<file path="src/sv/rrss_pkg.sv">
package rrss_pkg;

    localparam int TIME_W = 21;
    localparam int ID_W   = 5;
    localparam int VAL_W  = 16;

    typedef struct packed {
        logic load_start;
        logic shift_step;
        logic shift_place;
        logic sched_start;
        logic scan_step;
        logic push_skip;
        logic pop;
        logic exec;
        logic jump_step;
        logic out_load;
        logic out_step;
        logic clear;
    } rrss_cmd_t;

    typedef struct packed {
        logic full;
        logic in_last;
        logic pend_last;
        logic loaded_zero;
        logic shift_more;
        logic scan_last;
        logic skip_vld;
        logic all_done;
        logic fifo_empty;
        logic jump_hit;
        logic out_last;
    } rrss_sts_t;

endpackage

</file>
<file path="src/sv/rrss_ctrl.sv">
module rrss_ctrl
    import rrss_pkg::*;
(
    input  logic      aclk,
    input  logic      aresetn,
    input  logic      s_tvalid,
    output logic      s_tready,
    input  logic      m_tready,
    input  rrss_sts_t sts,
    output rrss_cmd_t cmd
);

    localparam logic [3:0] S_LOAD  = 4'd0;
    localparam logic [3:0] S_SHIFT = 4'd1;
    localparam logic [3:0] S_START = 4'd2;
    localparam logic [3:0] S_SCAN  = 4'd3;
    localparam logic [3:0] S_PUSH  = 4'd4;
    localparam logic [3:0] S_DISP  = 4'd5;
    localparam logic [3:0] S_EXEC  = 4'd6;
    localparam logic [3:0] S_JUMP  = 4'd7;
    localparam logic [3:0] S_OUT   = 4'd8;
    localparam logic [3:0] S_OWAIT = 4'd9;

    logic [3:0] state_reg;
    logic [3:0] state_next;

    assign s_tready = (state_reg == S_LOAD);

    always_comb begin
        state_next = state_reg;
        cmd        = '0;
        case (state_reg)
            S_LOAD: begin
                if (s_tvalid) begin
                    if (sts.full) begin
                        if (sts.in_last && !sts.loaded_zero) state_next = S_START;
                    end else begin
                        cmd.load_start = 1'b1;
                        state_next     = S_SHIFT;
                    end
                end
            end
            S_SHIFT: begin
                if (sts.shift_more) begin
                    cmd.shift_step = 1'b1;
                end else begin
                    cmd.shift_place = 1'b1;
                    state_next      = sts.pend_last ? S_START : S_LOAD;
                end
            end
            S_START: begin
                cmd.sched_start = 1'b1;
                state_next      = S_SCAN;
            end
            S_SCAN: begin
                cmd.scan_step = 1'b1;
                if (sts.scan_last) state_next = sts.skip_vld ? S_PUSH : S_DISP;
            end
            S_PUSH: begin
                cmd.push_skip = 1'b1;
                state_next    = S_DISP;
            end
            S_DISP: begin
                if (sts.all_done) begin
                    state_next = S_OUT;
                end else if (sts.fifo_empty) begin
                    state_next = S_JUMP;
                end else begin
                    cmd.pop    = 1'b1;
                    state_next = S_EXEC;
                end
            end
            S_EXEC: begin
                cmd.exec   = 1'b1;
                state_next = S_SCAN;
            end
            S_JUMP: begin
                cmd.jump_step = 1'b1;
                if (sts.jump_hit) state_next = S_SCAN;
            end
            S_OUT: begin
                cmd.out_load = 1'b1;
                state_next   = S_OWAIT;
            end
            S_OWAIT: begin
                if (m_tready) begin
                    cmd.out_step = 1'b1;
                    if (sts.out_last) begin
                        cmd.clear  = 1'b1;
                        state_next = S_LOAD;
                    end else begin
                        state_next = S_OUT;
                    end
                end
            end
            default: state_next = S_LOAD;
        endcase
    end

    always_ff @(posedge aclk) begin
        if (!aresetn) state_reg <= S_LOAD;
        else          state_reg <= state_next;
    end

endmodule

</file>
<file path="src/sv/rrss_dp.sv">
module rrss_dp
    import rrss_pkg::*;
#(
    parameter int MAX_PROCS = 16
) (
    input  logic               aclk,
    input  logic               aresetn,
    input  logic [VAL_W-1:0]   arrival_time,
    input  logic [VAL_W-1:0]   burst_time,
    input  logic               last_process,
    input  logic [VAL_W-1:0]   time_quantum,
    input  rrss_cmd_t          cmd,
    output rrss_sts_t          sts,
    output logic               m_tvalid,
    output logic [ID_W-1:0]    process_id,
    output logic [TIME_W-1:0]  completion_time,
    output logic [TIME_W-1:0]  turnaround_time,
    output logic [TIME_W-1:0]  waiting_time,
    output logic               last_result
);

    localparam int IW = (MAX_PROCS > 1) ? $clog2(MAX_PROCS) : 1;
    localparam int CW = $clog2(MAX_PROCS + 1);

    logic [VAL_W-1:0]  arr_rf  [MAX_PROCS];
    logic [VAL_W-1:0]  bur_rf  [MAX_PROCS];
    logic [VAL_W-1:0]  rem_rf  [MAX_PROCS];
    logic [ID_W-1:0]   id_rf   [MAX_PROCS];
    logic [TIME_W-1:0] comp_rf [MAX_PROCS];
    logic [IW-1:0]     fifo_rf [MAX_PROCS];

    logic [MAX_PROCS-1:0] fin_reg;
    logic [MAX_PROCS-1:0] qd_reg;

    logic [VAL_W-1:0]  a_reg;
    logic [VAL_W-1:0]  b_reg;
    logic              pend_last_reg;
    logic [CW-1:0]     pos_reg;
    logic [CW-1:0]     loaded_reg;
    logic [CW-1:0]     done_reg;
    logic [CW-1:0]     j_reg;
    logic [CW-1:0]     k_reg;
    logic [IW-1:0]     skip_reg;
    logic              skip_vld_reg;
    logic [IW-1:0]     i_reg;
    logic [IW-1:0]     head_reg;
    logic [CW-1:0]     cnt_reg;
    logic [TIME_W-1:0] cur_reg;
    logic              mvalid_reg;
    logic [ID_W-1:0]   oid_reg;
    logic [TIME_W-1:0] ocomp_reg;
    logic [TIME_W-1:0] otat_reg;
    logic [TIME_W-1:0] owait_reg;
    logic              olast_reg;

    logic [CW-1:0]     pm1;
    logic [IW-1:0]     pix;
    logic [IW-1:0]     pm1ix;
    logic [IW-1:0]     jix;
    logic [IW-1:0]     kix;
    logic [CW:0]       tsum;
    logic [CW:0]       tail;
    logic [IW-1:0]     tix;
    logic [IW-1:0]     hd_item;
    logic [VAL_W-1:0]  qe;
    logic [VAL_W-1:0]  rem_i;
    logic [TIME_W-1:0] arr_j;
    logic              scan_push;
    logic [TIME_W-1:0] tat_c;

    assign pm1    = pos_reg - 1'b1;
    assign pix    = pos_reg[IW-1:0];
    assign pm1ix  = pm1[IW-1:0];
    assign jix    = j_reg[IW-1:0];
    assign kix    = k_reg[IW-1:0];
    assign tsum   = (CW+1)'(head_reg) + (CW+1)'(cnt_reg);
    assign tail   = (tsum >= (CW+1)'(MAX_PROCS)) ? tsum - (CW+1)'(MAX_PROCS) : tsum;
    assign tix    = tail[IW-1:0];
    assign hd_item = fifo_rf[head_reg];
    assign qe     = (time_quantum == '0) ? VAL_W'(1) : time_quantum;
    assign rem_i  = rem_rf[i_reg];
    assign arr_j  = TIME_W'(arr_rf[jix]);
    assign scan_push = ((jix != skip_reg) || !skip_vld_reg) && !fin_reg[jix] && !qd_reg[jix]
                       && (arr_j <= cur_reg);
    assign tat_c  = comp_rf[kix] - TIME_W'(arr_rf[kix]);

    assign sts.full        = (loaded_reg == CW'(MAX_PROCS));
    assign sts.in_last     = last_process;
    assign sts.pend_last   = pend_last_reg;
    assign sts.loaded_zero = (loaded_reg == '0);
    assign sts.shift_more  = (pos_reg != '0) && (arr_rf[pm1ix] > a_reg);
    assign sts.scan_last   = (j_reg == loaded_reg - 1'b1);
    assign sts.skip_vld    = skip_vld_reg;
    assign sts.all_done    = (done_reg == loaded_reg);
    assign sts.fifo_empty  = (cnt_reg == '0);
    assign sts.jump_hit    = !fin_reg[jix];
    assign sts.out_last    = olast_reg;

    assign m_tvalid        = mvalid_reg;
    assign process_id      = oid_reg;
    assign completion_time = ocomp_reg;
    assign turnaround_time = otat_reg;
    assign waiting_time    = owait_reg;
    assign last_result     = olast_reg;

    always_ff @(posedge aclk) begin
        if (cmd.load_start) begin
            a_reg <= arrival_time;
            b_reg <= burst_time;
        end
        if (cmd.shift_step) begin
            arr_rf[pix] <= arr_rf[pm1ix];
            bur_rf[pix] <= bur_rf[pm1ix];
            rem_rf[pix] <= rem_rf[pm1ix];
            id_rf[pix]  <= id_rf[pm1ix];
        end
        if (cmd.shift_place) begin
            arr_rf[pix] <= a_reg;
            bur_rf[pix] <= b_reg;
            rem_rf[pix] <= b_reg;
            id_rf[pix]  <= ID_W'(loaded_reg + 1'b1);
        end
        if (cmd.scan_step && scan_push && cnt_reg < CW'(MAX_PROCS)) fifo_rf[tix] <= jix;
        if (cmd.push_skip && cnt_reg < CW'(MAX_PROCS)) fifo_rf[tix] <= skip_reg;
        if (cmd.pop) i_reg <= hd_item;
        if (cmd.exec) begin
            if (rem_i <= qe) begin
                rem_rf[i_reg]  <= '0;
                comp_rf[i_reg] <= cur_reg + TIME_W'(rem_i);
            end else begin
                rem_rf[i_reg] <= rem_i - qe;
            end
            skip_reg <= i_reg;
        end
        if (cmd.out_load) begin
            oid_reg   <= id_rf[kix];
            ocomp_reg <= comp_rf[kix];
            otat_reg  <= tat_c;
            owait_reg <= tat_c - TIME_W'(bur_rf[kix]);
            olast_reg <= (k_reg == loaded_reg - 1'b1);
        end
    end

    always_ff @(posedge aclk) begin
        if (!aresetn || cmd.clear) begin
            fin_reg       <= '0;
            qd_reg        <= '0;
            pend_last_reg <= 1'b0;
            pos_reg       <= '0;
            loaded_reg    <= '0;
            done_reg      <= '0;
            j_reg         <= '0;
            k_reg         <= '0;
            skip_vld_reg  <= 1'b0;
            head_reg      <= '0;
            cnt_reg       <= '0;
            cur_reg       <= '0;
            mvalid_reg    <= 1'b0;
        end else begin
            if (cmd.load_start) begin
                pend_last_reg <= last_process;
                pos_reg       <= loaded_reg;
            end
            if (cmd.shift_step) pos_reg <= pm1;
            if (cmd.shift_place) loaded_reg <= loaded_reg + 1'b1;
            if (cmd.sched_start) begin
                cur_reg      <= TIME_W'(arr_rf[0]);
                j_reg        <= '0;
                skip_vld_reg <= 1'b0;
            end
            if (cmd.scan_step) begin
                j_reg <= sts.scan_last ? '0 : j_reg + 1'b1;
                if (scan_push && cnt_reg < CW'(MAX_PROCS)) begin
                    cnt_reg     <= cnt_reg + 1'b1;
                    qd_reg[jix] <= 1'b1;
                end
            end
            if (cmd.push_skip) begin
                skip_vld_reg <= 1'b0;
                if (cnt_reg < CW'(MAX_PROCS)) begin
                    cnt_reg          <= cnt_reg + 1'b1;
                    qd_reg[skip_reg] <= 1'b1;
                end
            end
            if (cmd.pop) begin
                head_reg        <= (head_reg == IW'(MAX_PROCS - 1)) ? '0 : head_reg + 1'b1;
                cnt_reg         <= cnt_reg - 1'b1;
                qd_reg[hd_item] <= 1'b0;
            end
            if (cmd.exec) begin
                j_reg <= '0;
                if (rem_i <= qe) begin
                    cur_reg        <= cur_reg + TIME_W'(rem_i);
                    fin_reg[i_reg] <= 1'b1;
                    done_reg       <= done_reg + 1'b1;
                    skip_vld_reg   <= 1'b0;
                end else begin
                    cur_reg      <= cur_reg + TIME_W'(qe);
                    skip_vld_reg <= 1'b1;
                end
            end
            if (cmd.jump_step) begin
                if (!fin_reg[jix]) begin
                    if (arr_j > cur_reg) cur_reg <= arr_j;
                    j_reg        <= '0;
                    skip_vld_reg <= 1'b0;
                end else begin
                    j_reg <= j_reg + 1'b1;
                end
            end
            if (cmd.out_load) mvalid_reg <= 1'b1;
            if (cmd.out_step) begin
                mvalid_reg <= 1'b0;
                k_reg      <= k_reg + 1'b1;
            end
        end
    end

`ifndef NO_ASSERTIONS
    a_cnt_bound: assert property (@(posedge aclk) disable iff (!aresetn)
        cnt_reg <= CW'(MAX_PROCS))
        else $error("ready queue count above capacity");
    a_done_bound: assert property (@(posedge aclk) disable iff (!aresetn)
        done_reg <= loaded_reg)
        else $error("more completions than loaded processes");
    a_pop_nonempty: assert property (@(posedge aclk) disable iff (!aresetn)
        cmd.pop |-> cnt_reg != '0)
        else $error("pop from empty ready queue");
    a_out_after_done: assert property (@(posedge aclk) disable iff (!aresetn)
        cmd.out_load |-> done_reg == loaded_reg)
        else $error("result issued before all processes finished");
`endif

endmodule

</file>
<file path="src/sv/round_robin_schedule_sim_unit.sv">
// Round-robin scheduling simulator.
// Input channel s_*: one process per transfer, tdata = {burst_time, arrival_time},
// tlast marks the final process of a set and starts the run. Each process is
// inserted in arrival order by shifting one entry per cycle. A process arriving
// while MAX_PROCS are held is dropped.
// Config channel cfg_*: time quantum, written by the user only while the block
// is idle; the block itself does not enforce this. 0 acts as 1.
// Scheduling rescans the n held processes at the start and after each slice; a
// preempted process rejoins the queue after the rescan, and an empty queue
// leads to a jump to the next arrival. s_tready is low meanwhile.
// Result channel m_*: one result per process in arrival order; tlast marks the
// last. A stalled receiver holds the result and the block waits. After the last
// transfer the block is empty and takes a new set.
// Reset (aresetn low, synchronous) empties the table and sets the quantum to 4.
module round_robin_schedule_sim_unit
    import rrss_pkg::*;
#(
    parameter int MAX_PROCS = 16
) (
    input  logic        aclk,
    input  logic        aresetn,
    input  logic        s_tvalid,
    output logic        s_tready,
    input  logic [31:0] s_tdata,   // arrival_time[15:0], burst_time[31:16]
    input  logic        s_tlast,
    output logic        m_tvalid,
    input  logic        m_tready,
    output logic [71:0] m_tdata,   // process_id[4:0], completion_time[25:5],
                                   // turnaround_time[46:26], waiting_time[67:47]
    output logic        m_tlast,
    input  logic        cfg_valid,
    output logic        cfg_ready,
    input  logic [15:0] cfg_data
);

    rrss_cmd_t         cmd;
    rrss_sts_t         sts;
    logic [15:0]       quantum_reg;
    logic [ID_W-1:0]   pid;
    logic [TIME_W-1:0] comp;
    logic [TIME_W-1:0] tat;
    logic [TIME_W-1:0] wt;

    assign cfg_ready = 1'b1;

    always_ff @(posedge aclk) begin
        if (!aresetn)       quantum_reg <= 16'd4;
        else if (cfg_valid) quantum_reg <= cfg_data;
    end

    rrss_ctrl u_ctrl (
        .aclk     (aclk),
        .aresetn  (aresetn),
        .s_tvalid (s_tvalid),
        .s_tready (s_tready),
        .m_tready (m_tready),
        .sts      (sts),
        .cmd      (cmd)
    );

    rrss_dp #(.MAX_PROCS(MAX_PROCS)) u_dp (
        .aclk            (aclk),
        .aresetn         (aresetn),
        .arrival_time    (s_tdata[15:0]),
        .burst_time      (s_tdata[31:16]),
        .last_process    (s_tlast),
        .time_quantum    (quantum_reg),
        .cmd             (cmd),
        .sts             (sts),
        .m_tvalid        (m_tvalid),
        .process_id      (pid),
        .completion_time (comp),
        .turnaround_time (tat),
        .waiting_time    (wt),
        .last_result     (m_tlast)
    );

    assign m_tdata = {4'b0, wt, tat, comp, pid};

endmodule

</file>
<file path="config.mk">
export PLATFORM = sky130hd
export DESIGN_NAME = round_robin_schedule_sim_unit
export DESIGN_NICKNAME = d
export VERILOG_FILES = /design/src/sv/rrss_pkg.sv /design/src/sv/rrss_ctrl.sv /design/src/sv/rrss_dp.sv /design/src/sv/round_robin_schedule_sim_unit.sv
export SDC_FILE = /design/constraint.sdc
export NUM_CORES = 2
export LEC_CHECK = 0
export BUFFER_PORTS_ARGS = -buffer_cell sky130_fd_sc_hd__buf_2
export CAP_MARGIN = 0
export CORE_MARGIN = 3
export CORE_UTILIZATION = 26
export CTS_BUF_LIST = sky130_fd_sc_hd__clkbuf_2 sky130_fd_sc_hd__clkbuf_4 sky130_fd_sc_hd__clkbuf_8
export CTS_CLUSTER_DIAMETER = 100
export DETAILED_ROUTE_END_ITERATION = 7
export SLEW_MARGIN = 10
export SYNTH_ARGS = -nofsm -noshare
export SYNTH_HDL_FRONTEND = slang
export SYNTH_SLANG_ARGS = --single-unit
</file>
<file path="constraint.sdc">
create_clock -name aclk -period 6.3 [get_ports aclk]
set_input_delay 0.945 -clock aclk [delete_from_list [all_inputs] [get_ports aclk]]
set_output_delay 0.945 -clock aclk [all_outputs]
set_load 0.005 [all_outputs]
</file>
After elaboration in Yosys (flattened, before gate mapping) --
Memories as Yosys holds them, arrays and structs flattened. A register that Yosys moved wholly into a read port is not among the register bits. Cells that the tools add are included.
Operators by class: $mul 0, bitwise logic cells 11, order comparisons 14, shifts and indexed selects 0, add/sub/neg operators 16, reductions and logical operators 32, eq/ne operators 21, muxes and demuxes 111, div/mod/pow operators 0
Operator list (number):
- $mux 16 | 13
- $mux 21 | 6
- $mux 4 | 24
- $mux 5 | 14
- $or 16x16->16 | 3
- $mux 1 | 43
- $add 21x16->21 | 2
- $sub 21x16->21 | 2
- $pmux 4 s9 | 1
- $add 5x1->5 const B | 5
- $gt 16x21->1 | 1
- $le 16x21->1 | 1
- $lt 4x5->1 const B | 4
- $and 16x16->16 | 1
- $demux 1 s4 | 4
- $eq 4x3->1 const B | 4
- $ge 4x1->1 const B | 4
- $gt 16x16->1 | 1
- $le 16x16->1 | 1
- $logic_not 16->1 | 1
- $not 16->16 | 1
- $reduce_or 16->1 | 1
- $sub 16x16->16 | 1
- $eq 5x5->1 | 3
- other kinds (28) | 64
Word-level totals: register bits after elaboration 214, bits in read-only memories 0, output and inout bits 76, bits in latches 0, word-level logic and storage cells 234, memories 6, bits of input ports 54, bits in writable memories 1248
Memories:
- u_dp.comp_rf | depth 16, bits a word 21, read ports 1, clocked after memory_dff 1, wr ports 1, line rrss_dp.sv:29 | logic [TIME_W-1:0] comp_rf [MAX_PROCS];
- u_dp.arr_rf | depth 16, bits a word 16, read ports 4, clocked after memory_dff 2, wr ports 1, line rrss_dp.sv:25 | logic [VAL_W-1:0] arr_rf [MAX_PROCS];
- u_dp.bur_rf | depth 16, bits a word 16, read ports 2, clocked after memory_dff 1, wr ports 1, line rrss_dp.sv:26 | logic [VAL_W-1:0] bur_rf [MAX_PROCS];
- u_dp.rem_rf | depth 16, bits a word 16, read ports 2, clocked after memory_dff 1, wr ports 1, line rrss_dp.sv:27 | logic [VAL_W-1:0] rem_rf [MAX_PROCS];
- u_dp.id_rf | depth 16, bits a word 5, read ports 2, clocked after memory_dff 1, wr ports 1, line rrss_dp.sv:28 | logic [ID_W-1:0] id_rf [MAX_PROCS];
- u_dp.fifo_rf | depth 16, bits a word 4, read ports 1, clocked after memory_dff 1, wr ports 1, line rrss_dp.sv:30 | logic [IW-1:0] fifo_rf [MAX_PROCS];

Logic depth before layout (Yosys ltp) --
depth after elaboration 16, depth in mapped cells 24, depth with buffers taken out 19

Cells and area by module --
A second synthesis with hierarchy kept.
Unflattened totals: cell total of the unflattened synthesis 4593, area total of the unflattened synthesis 73446.7 sq um
Modules (own cells, without submodules):
- rrss_dp | area an instance 72314.4 sq um, instances 1, cells each 4470, seq. area each 42871.1 sq um
- round_robin_schedule_sim_unit | area an instance 658.1 sq um, instances 1, cells each 58, seq. area each 320.3 sq um
- rrss_ctrl | area an instance 474.2 sq um, instances 1, cells each 65, seq. area each 80.1 sq um

Worst setup path before layout --
OpenSTA, ideal clock, no wires.
kind register to register, start reg u_dp.pos_reg[0], end mem u_dp.arr_rf[0][15] (data pin), clock period less this slack 6.589 ns, data arrival time 6.259 ns, library setup time 0.330 ns, stages on the path, launching flop included 23, buffers on the path 9, slack -0.289 ns, required time 5.970 ns, cells stage by stage dfxtp_1 clkbuf_1 clkbuf_1 buf_1 clkbuf_1 inv_1 ha_1 clkbuf_1 clkbuf_1 clkbuf_1 mux4_2 mux4_2 ha_1 nor2b_1 o21a_1 o21a_1 o21a_1 o21ai_0 a21o_1 a21oi_1 clkbuf_1 clkbuf_1 o21ai_0
Between the ends: longest elaborated chain between the ends 9, elaborated cells on any way between the ends 10, those cells by class add/sub: 1; order compare: 1; mux: 5; reduce/logical: 2; memory: 1
RTL lines:
- start, declared | line rrss_dp.sv:38 | logic [CW-1:0] pos_reg;
- start signal, assigned | line rrss_dp.sv:162 | pos_reg <= loaded_reg;
- start signal, assigned | line rrss_dp.sv:164 | if (cmd.shift_step) pos_reg <= pm1;
- $sub 5x1->5 | line rrss_dp.sv:71 | assign pm1 = pos_reg - 1'b1;
- $mem_v2 16x16
- $gt 16x16->1 | line rrss_dp.sv:91 | assign sts.shift_more = (pos_reg != '0) && (arr_rf[pm1ix] > a_reg);
- $logic_and 1x1->1 | line rrss_dp.sv:91
- $mux 1 | line rrss_ctrl.sv:44 | if (sts.shift_more) begin
- $mux 2 | line rrss_ctrl.sv:32 | case (state_reg)
- $mux 1 | line rrss_dp.sv:117 | if (cmd.shift_place) begin
- $mux 1 (not written as such) | line rrss_dp.sv:118 | arr_rf[pix] <= a_reg;
- $mux 16 (no line) (*)
- end, declared | line rrss_dp.sv:25
Every way passes the cells marked *; elsewhere a longest branch is shown, timed or not.

==> summary.txt <==
================================================================================
Warnings from Yosys                                                            0
Final critical-path share of the clock period                             93.13%
Antenna viol nets, final                                                       0
Die Width                                                               528.0 um
Initial core utilization                                                  26.14%
Synthesis-to-layout area growth                                           15.00%
Post-CTS Setup Repair Bufs                                                     0
Arrival @ worst endpoint                                                 6.56 ns
Clock transition at the registers of the reported paths                  0.06 ns
Highest clock frequency the design can meet                            170.4 MHz
Last weighted congestion value of the routability-driven placer           0.8652
Via count of the routed design                                            42.30k
Total of hold buffers inserted after clock tree synthesis                      0
Number of max-slew violations in the final report                              0
Hold Violations, Final                                                         0
Most flop-heavy register                                            u_dp.comp_rf
First-pass iteration count of the detailed router                              7
Count of max-cap constraint violations                                         0
Total power                                                             27.16 mW
Proportion of netlist area held by the largest area contributor           57.52%
Post-synth EDFFs                                                            1357
Final critical-path required period                                     5.867 ns
Pin count of the biggest net entering global routing                          68
Most common flop cell mapped by yosys                                   edfxtp_1
Ranking of synthesized cells by area                                edfxtp_1 58%, mux4_2 22%, dfxtp_1 3.6%
Iteration-0 DRC count of the detailed router                                5363
Share of cells above drive strength 1                                     33.49%
Vias in the first global route                                            41.91k
Post-Synthesis Cell Area                                             70840 sq um
First-pass GRT wire length                                             304700 um
Insertion delay to the later sink of the worst-skew pair                 1.00 ns
Synth Instances                                                             4033
Maximum level of the CTS H-tree                                                4
Outcome                                                             finished clean
Number of setup violations in the final report                                 0
Buffers on Ports                                                             124
Post-Route Setup TNS                                                        0 ns
Leakage power total                                                     25.59 nW
CTS root buffer                                                         clkbuf_8
Sort of element at the start of the critical path                       register
Setup crit end kind                                                     register
Overall routed net length                                              212900 um
Routed WL per cell                                                      26.39 um
Worst reg2reg setup slack                                                0.43 ns
Max reg flops                                                                336
Core ar.                                                            271000 sq um
Combined global-route utilization of all metal layers                     14.89%
Sequential fraction of the synthesis area                                 61.08%
CTS sink cnt                                                                1483
Total power density per cell area                                   333.3 nW/um^2
DRC violations left                                                            0
Critical path class                                                      reg2reg
Avg Synthesized Cell Area                                            17.56 sq um
Top cell type by total area after synthesis                             edfxtp_1
Maximum fanout along the worst path                                           39
Top-level port count                                                         130
TritonCTS clock tree                                                       built
Register bit total from synthesis                                           1483
Req. time, crit path                                                     6.99 ns
RSZ-0062 raised after global routing                                          no
Total global routing overflow                                                  0
Cell Rows                                                                    191
Die outline area                                                    278800 sq um
Placed wire-length estimate after detailed placement                   136500 um
Post-detailed-route via-to-cell ratio                                      5.245
HP Class                                                                  in2reg
Async set-or-reset flop fraction in the synthesized netlist                   0%
Number of antenna violations at the first check in global routing             23
Count of different cell masters after synthesis                               84
Measured slew at the worst slew-check pin                               1.219 ns
Clock tree skew after final layout                                    0.09224 ns
Total clock buffers created by CTS                                           229
Buffer depth of the longest clock path                                         3
Slew Limit Headroom                                                       18.61%
Post-CTS Resized                                                               0
Post-layout nets                                                            4494
Height of the die                                                       528.0 um
Peak supply drop                                                     0.0002717 V
================================================================================
==> final timing paths <==
kind / startpoint / to / depth (start not counted)
worst min register to register: u_dp.fin_reg[6] / u_dp.fin_reg[6] / 1
worst max register to register: register / u_dp.waiting_time[16] / 16
worst max-delay path: register / u_dp.waiting_time[16] / 16
worst min-delay path: s_tdata[1] / u_dp.a_reg[1] / 1
==> cells in the final DEF (no fill, tap or decap), drive strengths merged, types with 14 or more instances in the layout <==
master / n
nor3: 52
nand3: 42
mux2: 25
a21oi: 120
clkinv: 75
ha: 129
dfxtp: 126
inv: 128
o21a: 38
and3: 15
xor2: 46
a221oi: 18
nor2: 154
a211oi: 30
mux4: 710
a21o: 41
and2: 23
nand2: 160
clkbuf: 319
mux2i: 70
nand4: 22
o211ai: 16
edfxtp: 1357
or3: 17
nor2b: 54
a31oi: 35
buf: 305
xnor2: 74
nor4: 14
nand2b: 22
o21ai: 111
==> power breakdown <==
part | total [mW] | internal (mW) | switching (mW)
registers | 12.5 | 12.3 | 0.217
clock network | 8.45 | 4.51 | 3.94
logic | 6.21 | 2.32 | 3.89
==> per-stage QoR <==
step | instances | area, sq um | worst slack, ns | hold WS [ns] | utilization (%)
final | 8065 | 81470 | 0.4331 | 0.1383 | 30.06
after global routing | 8063 | 81460 | 0.09182 | 0.05529 | 30.06
after CTS | 8059 | 81440 | 0.4162 | 0.02504 | 30.05
after detailed placement | 7642 | 76670 | 0.4183 | 0.4476 | 28.29
after global placement | 7642 | 76670 | 0.4683 | 0.4422 | 28.29
after floorplan | 4036 | 70850 | -0.2222 | 0.4244 | -
==> critical path, cell delays in order (launching register included) <==
cell       delay (ns)
dfxtp_4          0.58
buf_12           0.27
buf_4            0.29
buf_4            0.54
mux4_2           0.40
mux4_2           0.57
ha_1             0.47
a21o_1           0.23
a21o_1           0.17
a21o_1           0.20
a2111oi_0        0.55
or2_2            0.24
xnor2_1          0.14
ha_1             0.31
a31oi_1          0.32
o21bai_1         0.13
xnor2_1          0.14
==> layout make-up <==
class / instances / area (sq um)
Antenna cell: 4 / 10.01
Clock buffer: 319 / 3890
Clock inverter: 98 / 879.6
Fill cell: 26477 / 189500
Inverter: 120 / 450.4
Multi-Input combinational cell: 2166 / 26300
Sequential cell: 1483 / 43300
Tap cell: 3570 / 4467
Timing Repair Buffer: 305 / 2167
==> synth_stat cells, types with 14 or more instances <==
cell type and instances:
dfxtp_1 126, ha_1 129, a21oi_1 120, and2_1 23
nand2b_1 22, inv_1 119, buf_2 27, a31oi_1 35
nand2_1 160, nor3_1 50, nand4_1 22, o21a_1 38
or3_1 16, o21ai_0 107, edfxtp_1 1357, mux4_2 704
nor2b_1 54, buf_1 69, a211oi_1 29, mux2_2 25
o211ai_1 15, clkbuf_1 161, a21o_1 41, nand3_1 42
a221oi_1 14, and3_1 15, xor2_1 46, mux2i_1 70
xnor2_1 74, nor2_1 153
==> cell families after synthesis <==
group	Yosys count	share of synthesized area, %
flops	1483	61.08
mux	805	23.99
simple gates	601	4.126
compound gates	499	4.675
buf+inv	387	2.167
fa+ha+maj	136	2.462
xor+xnor	120	1.484
other cells	2	0.01060
==> routing by layer <==
layer / global-route usage (%) / vias to the layer above / share of wire (%)
li1: - / 17232 / -
met1: 21.40 / 22260 / 42
met2: 22.14 / 2442 / 44
met3: 3.810 / 363 / 10
met4: 4.233 / 6 / 2.7
met5: 0 / - / 0.016
(Power assumes the default switching activity.)
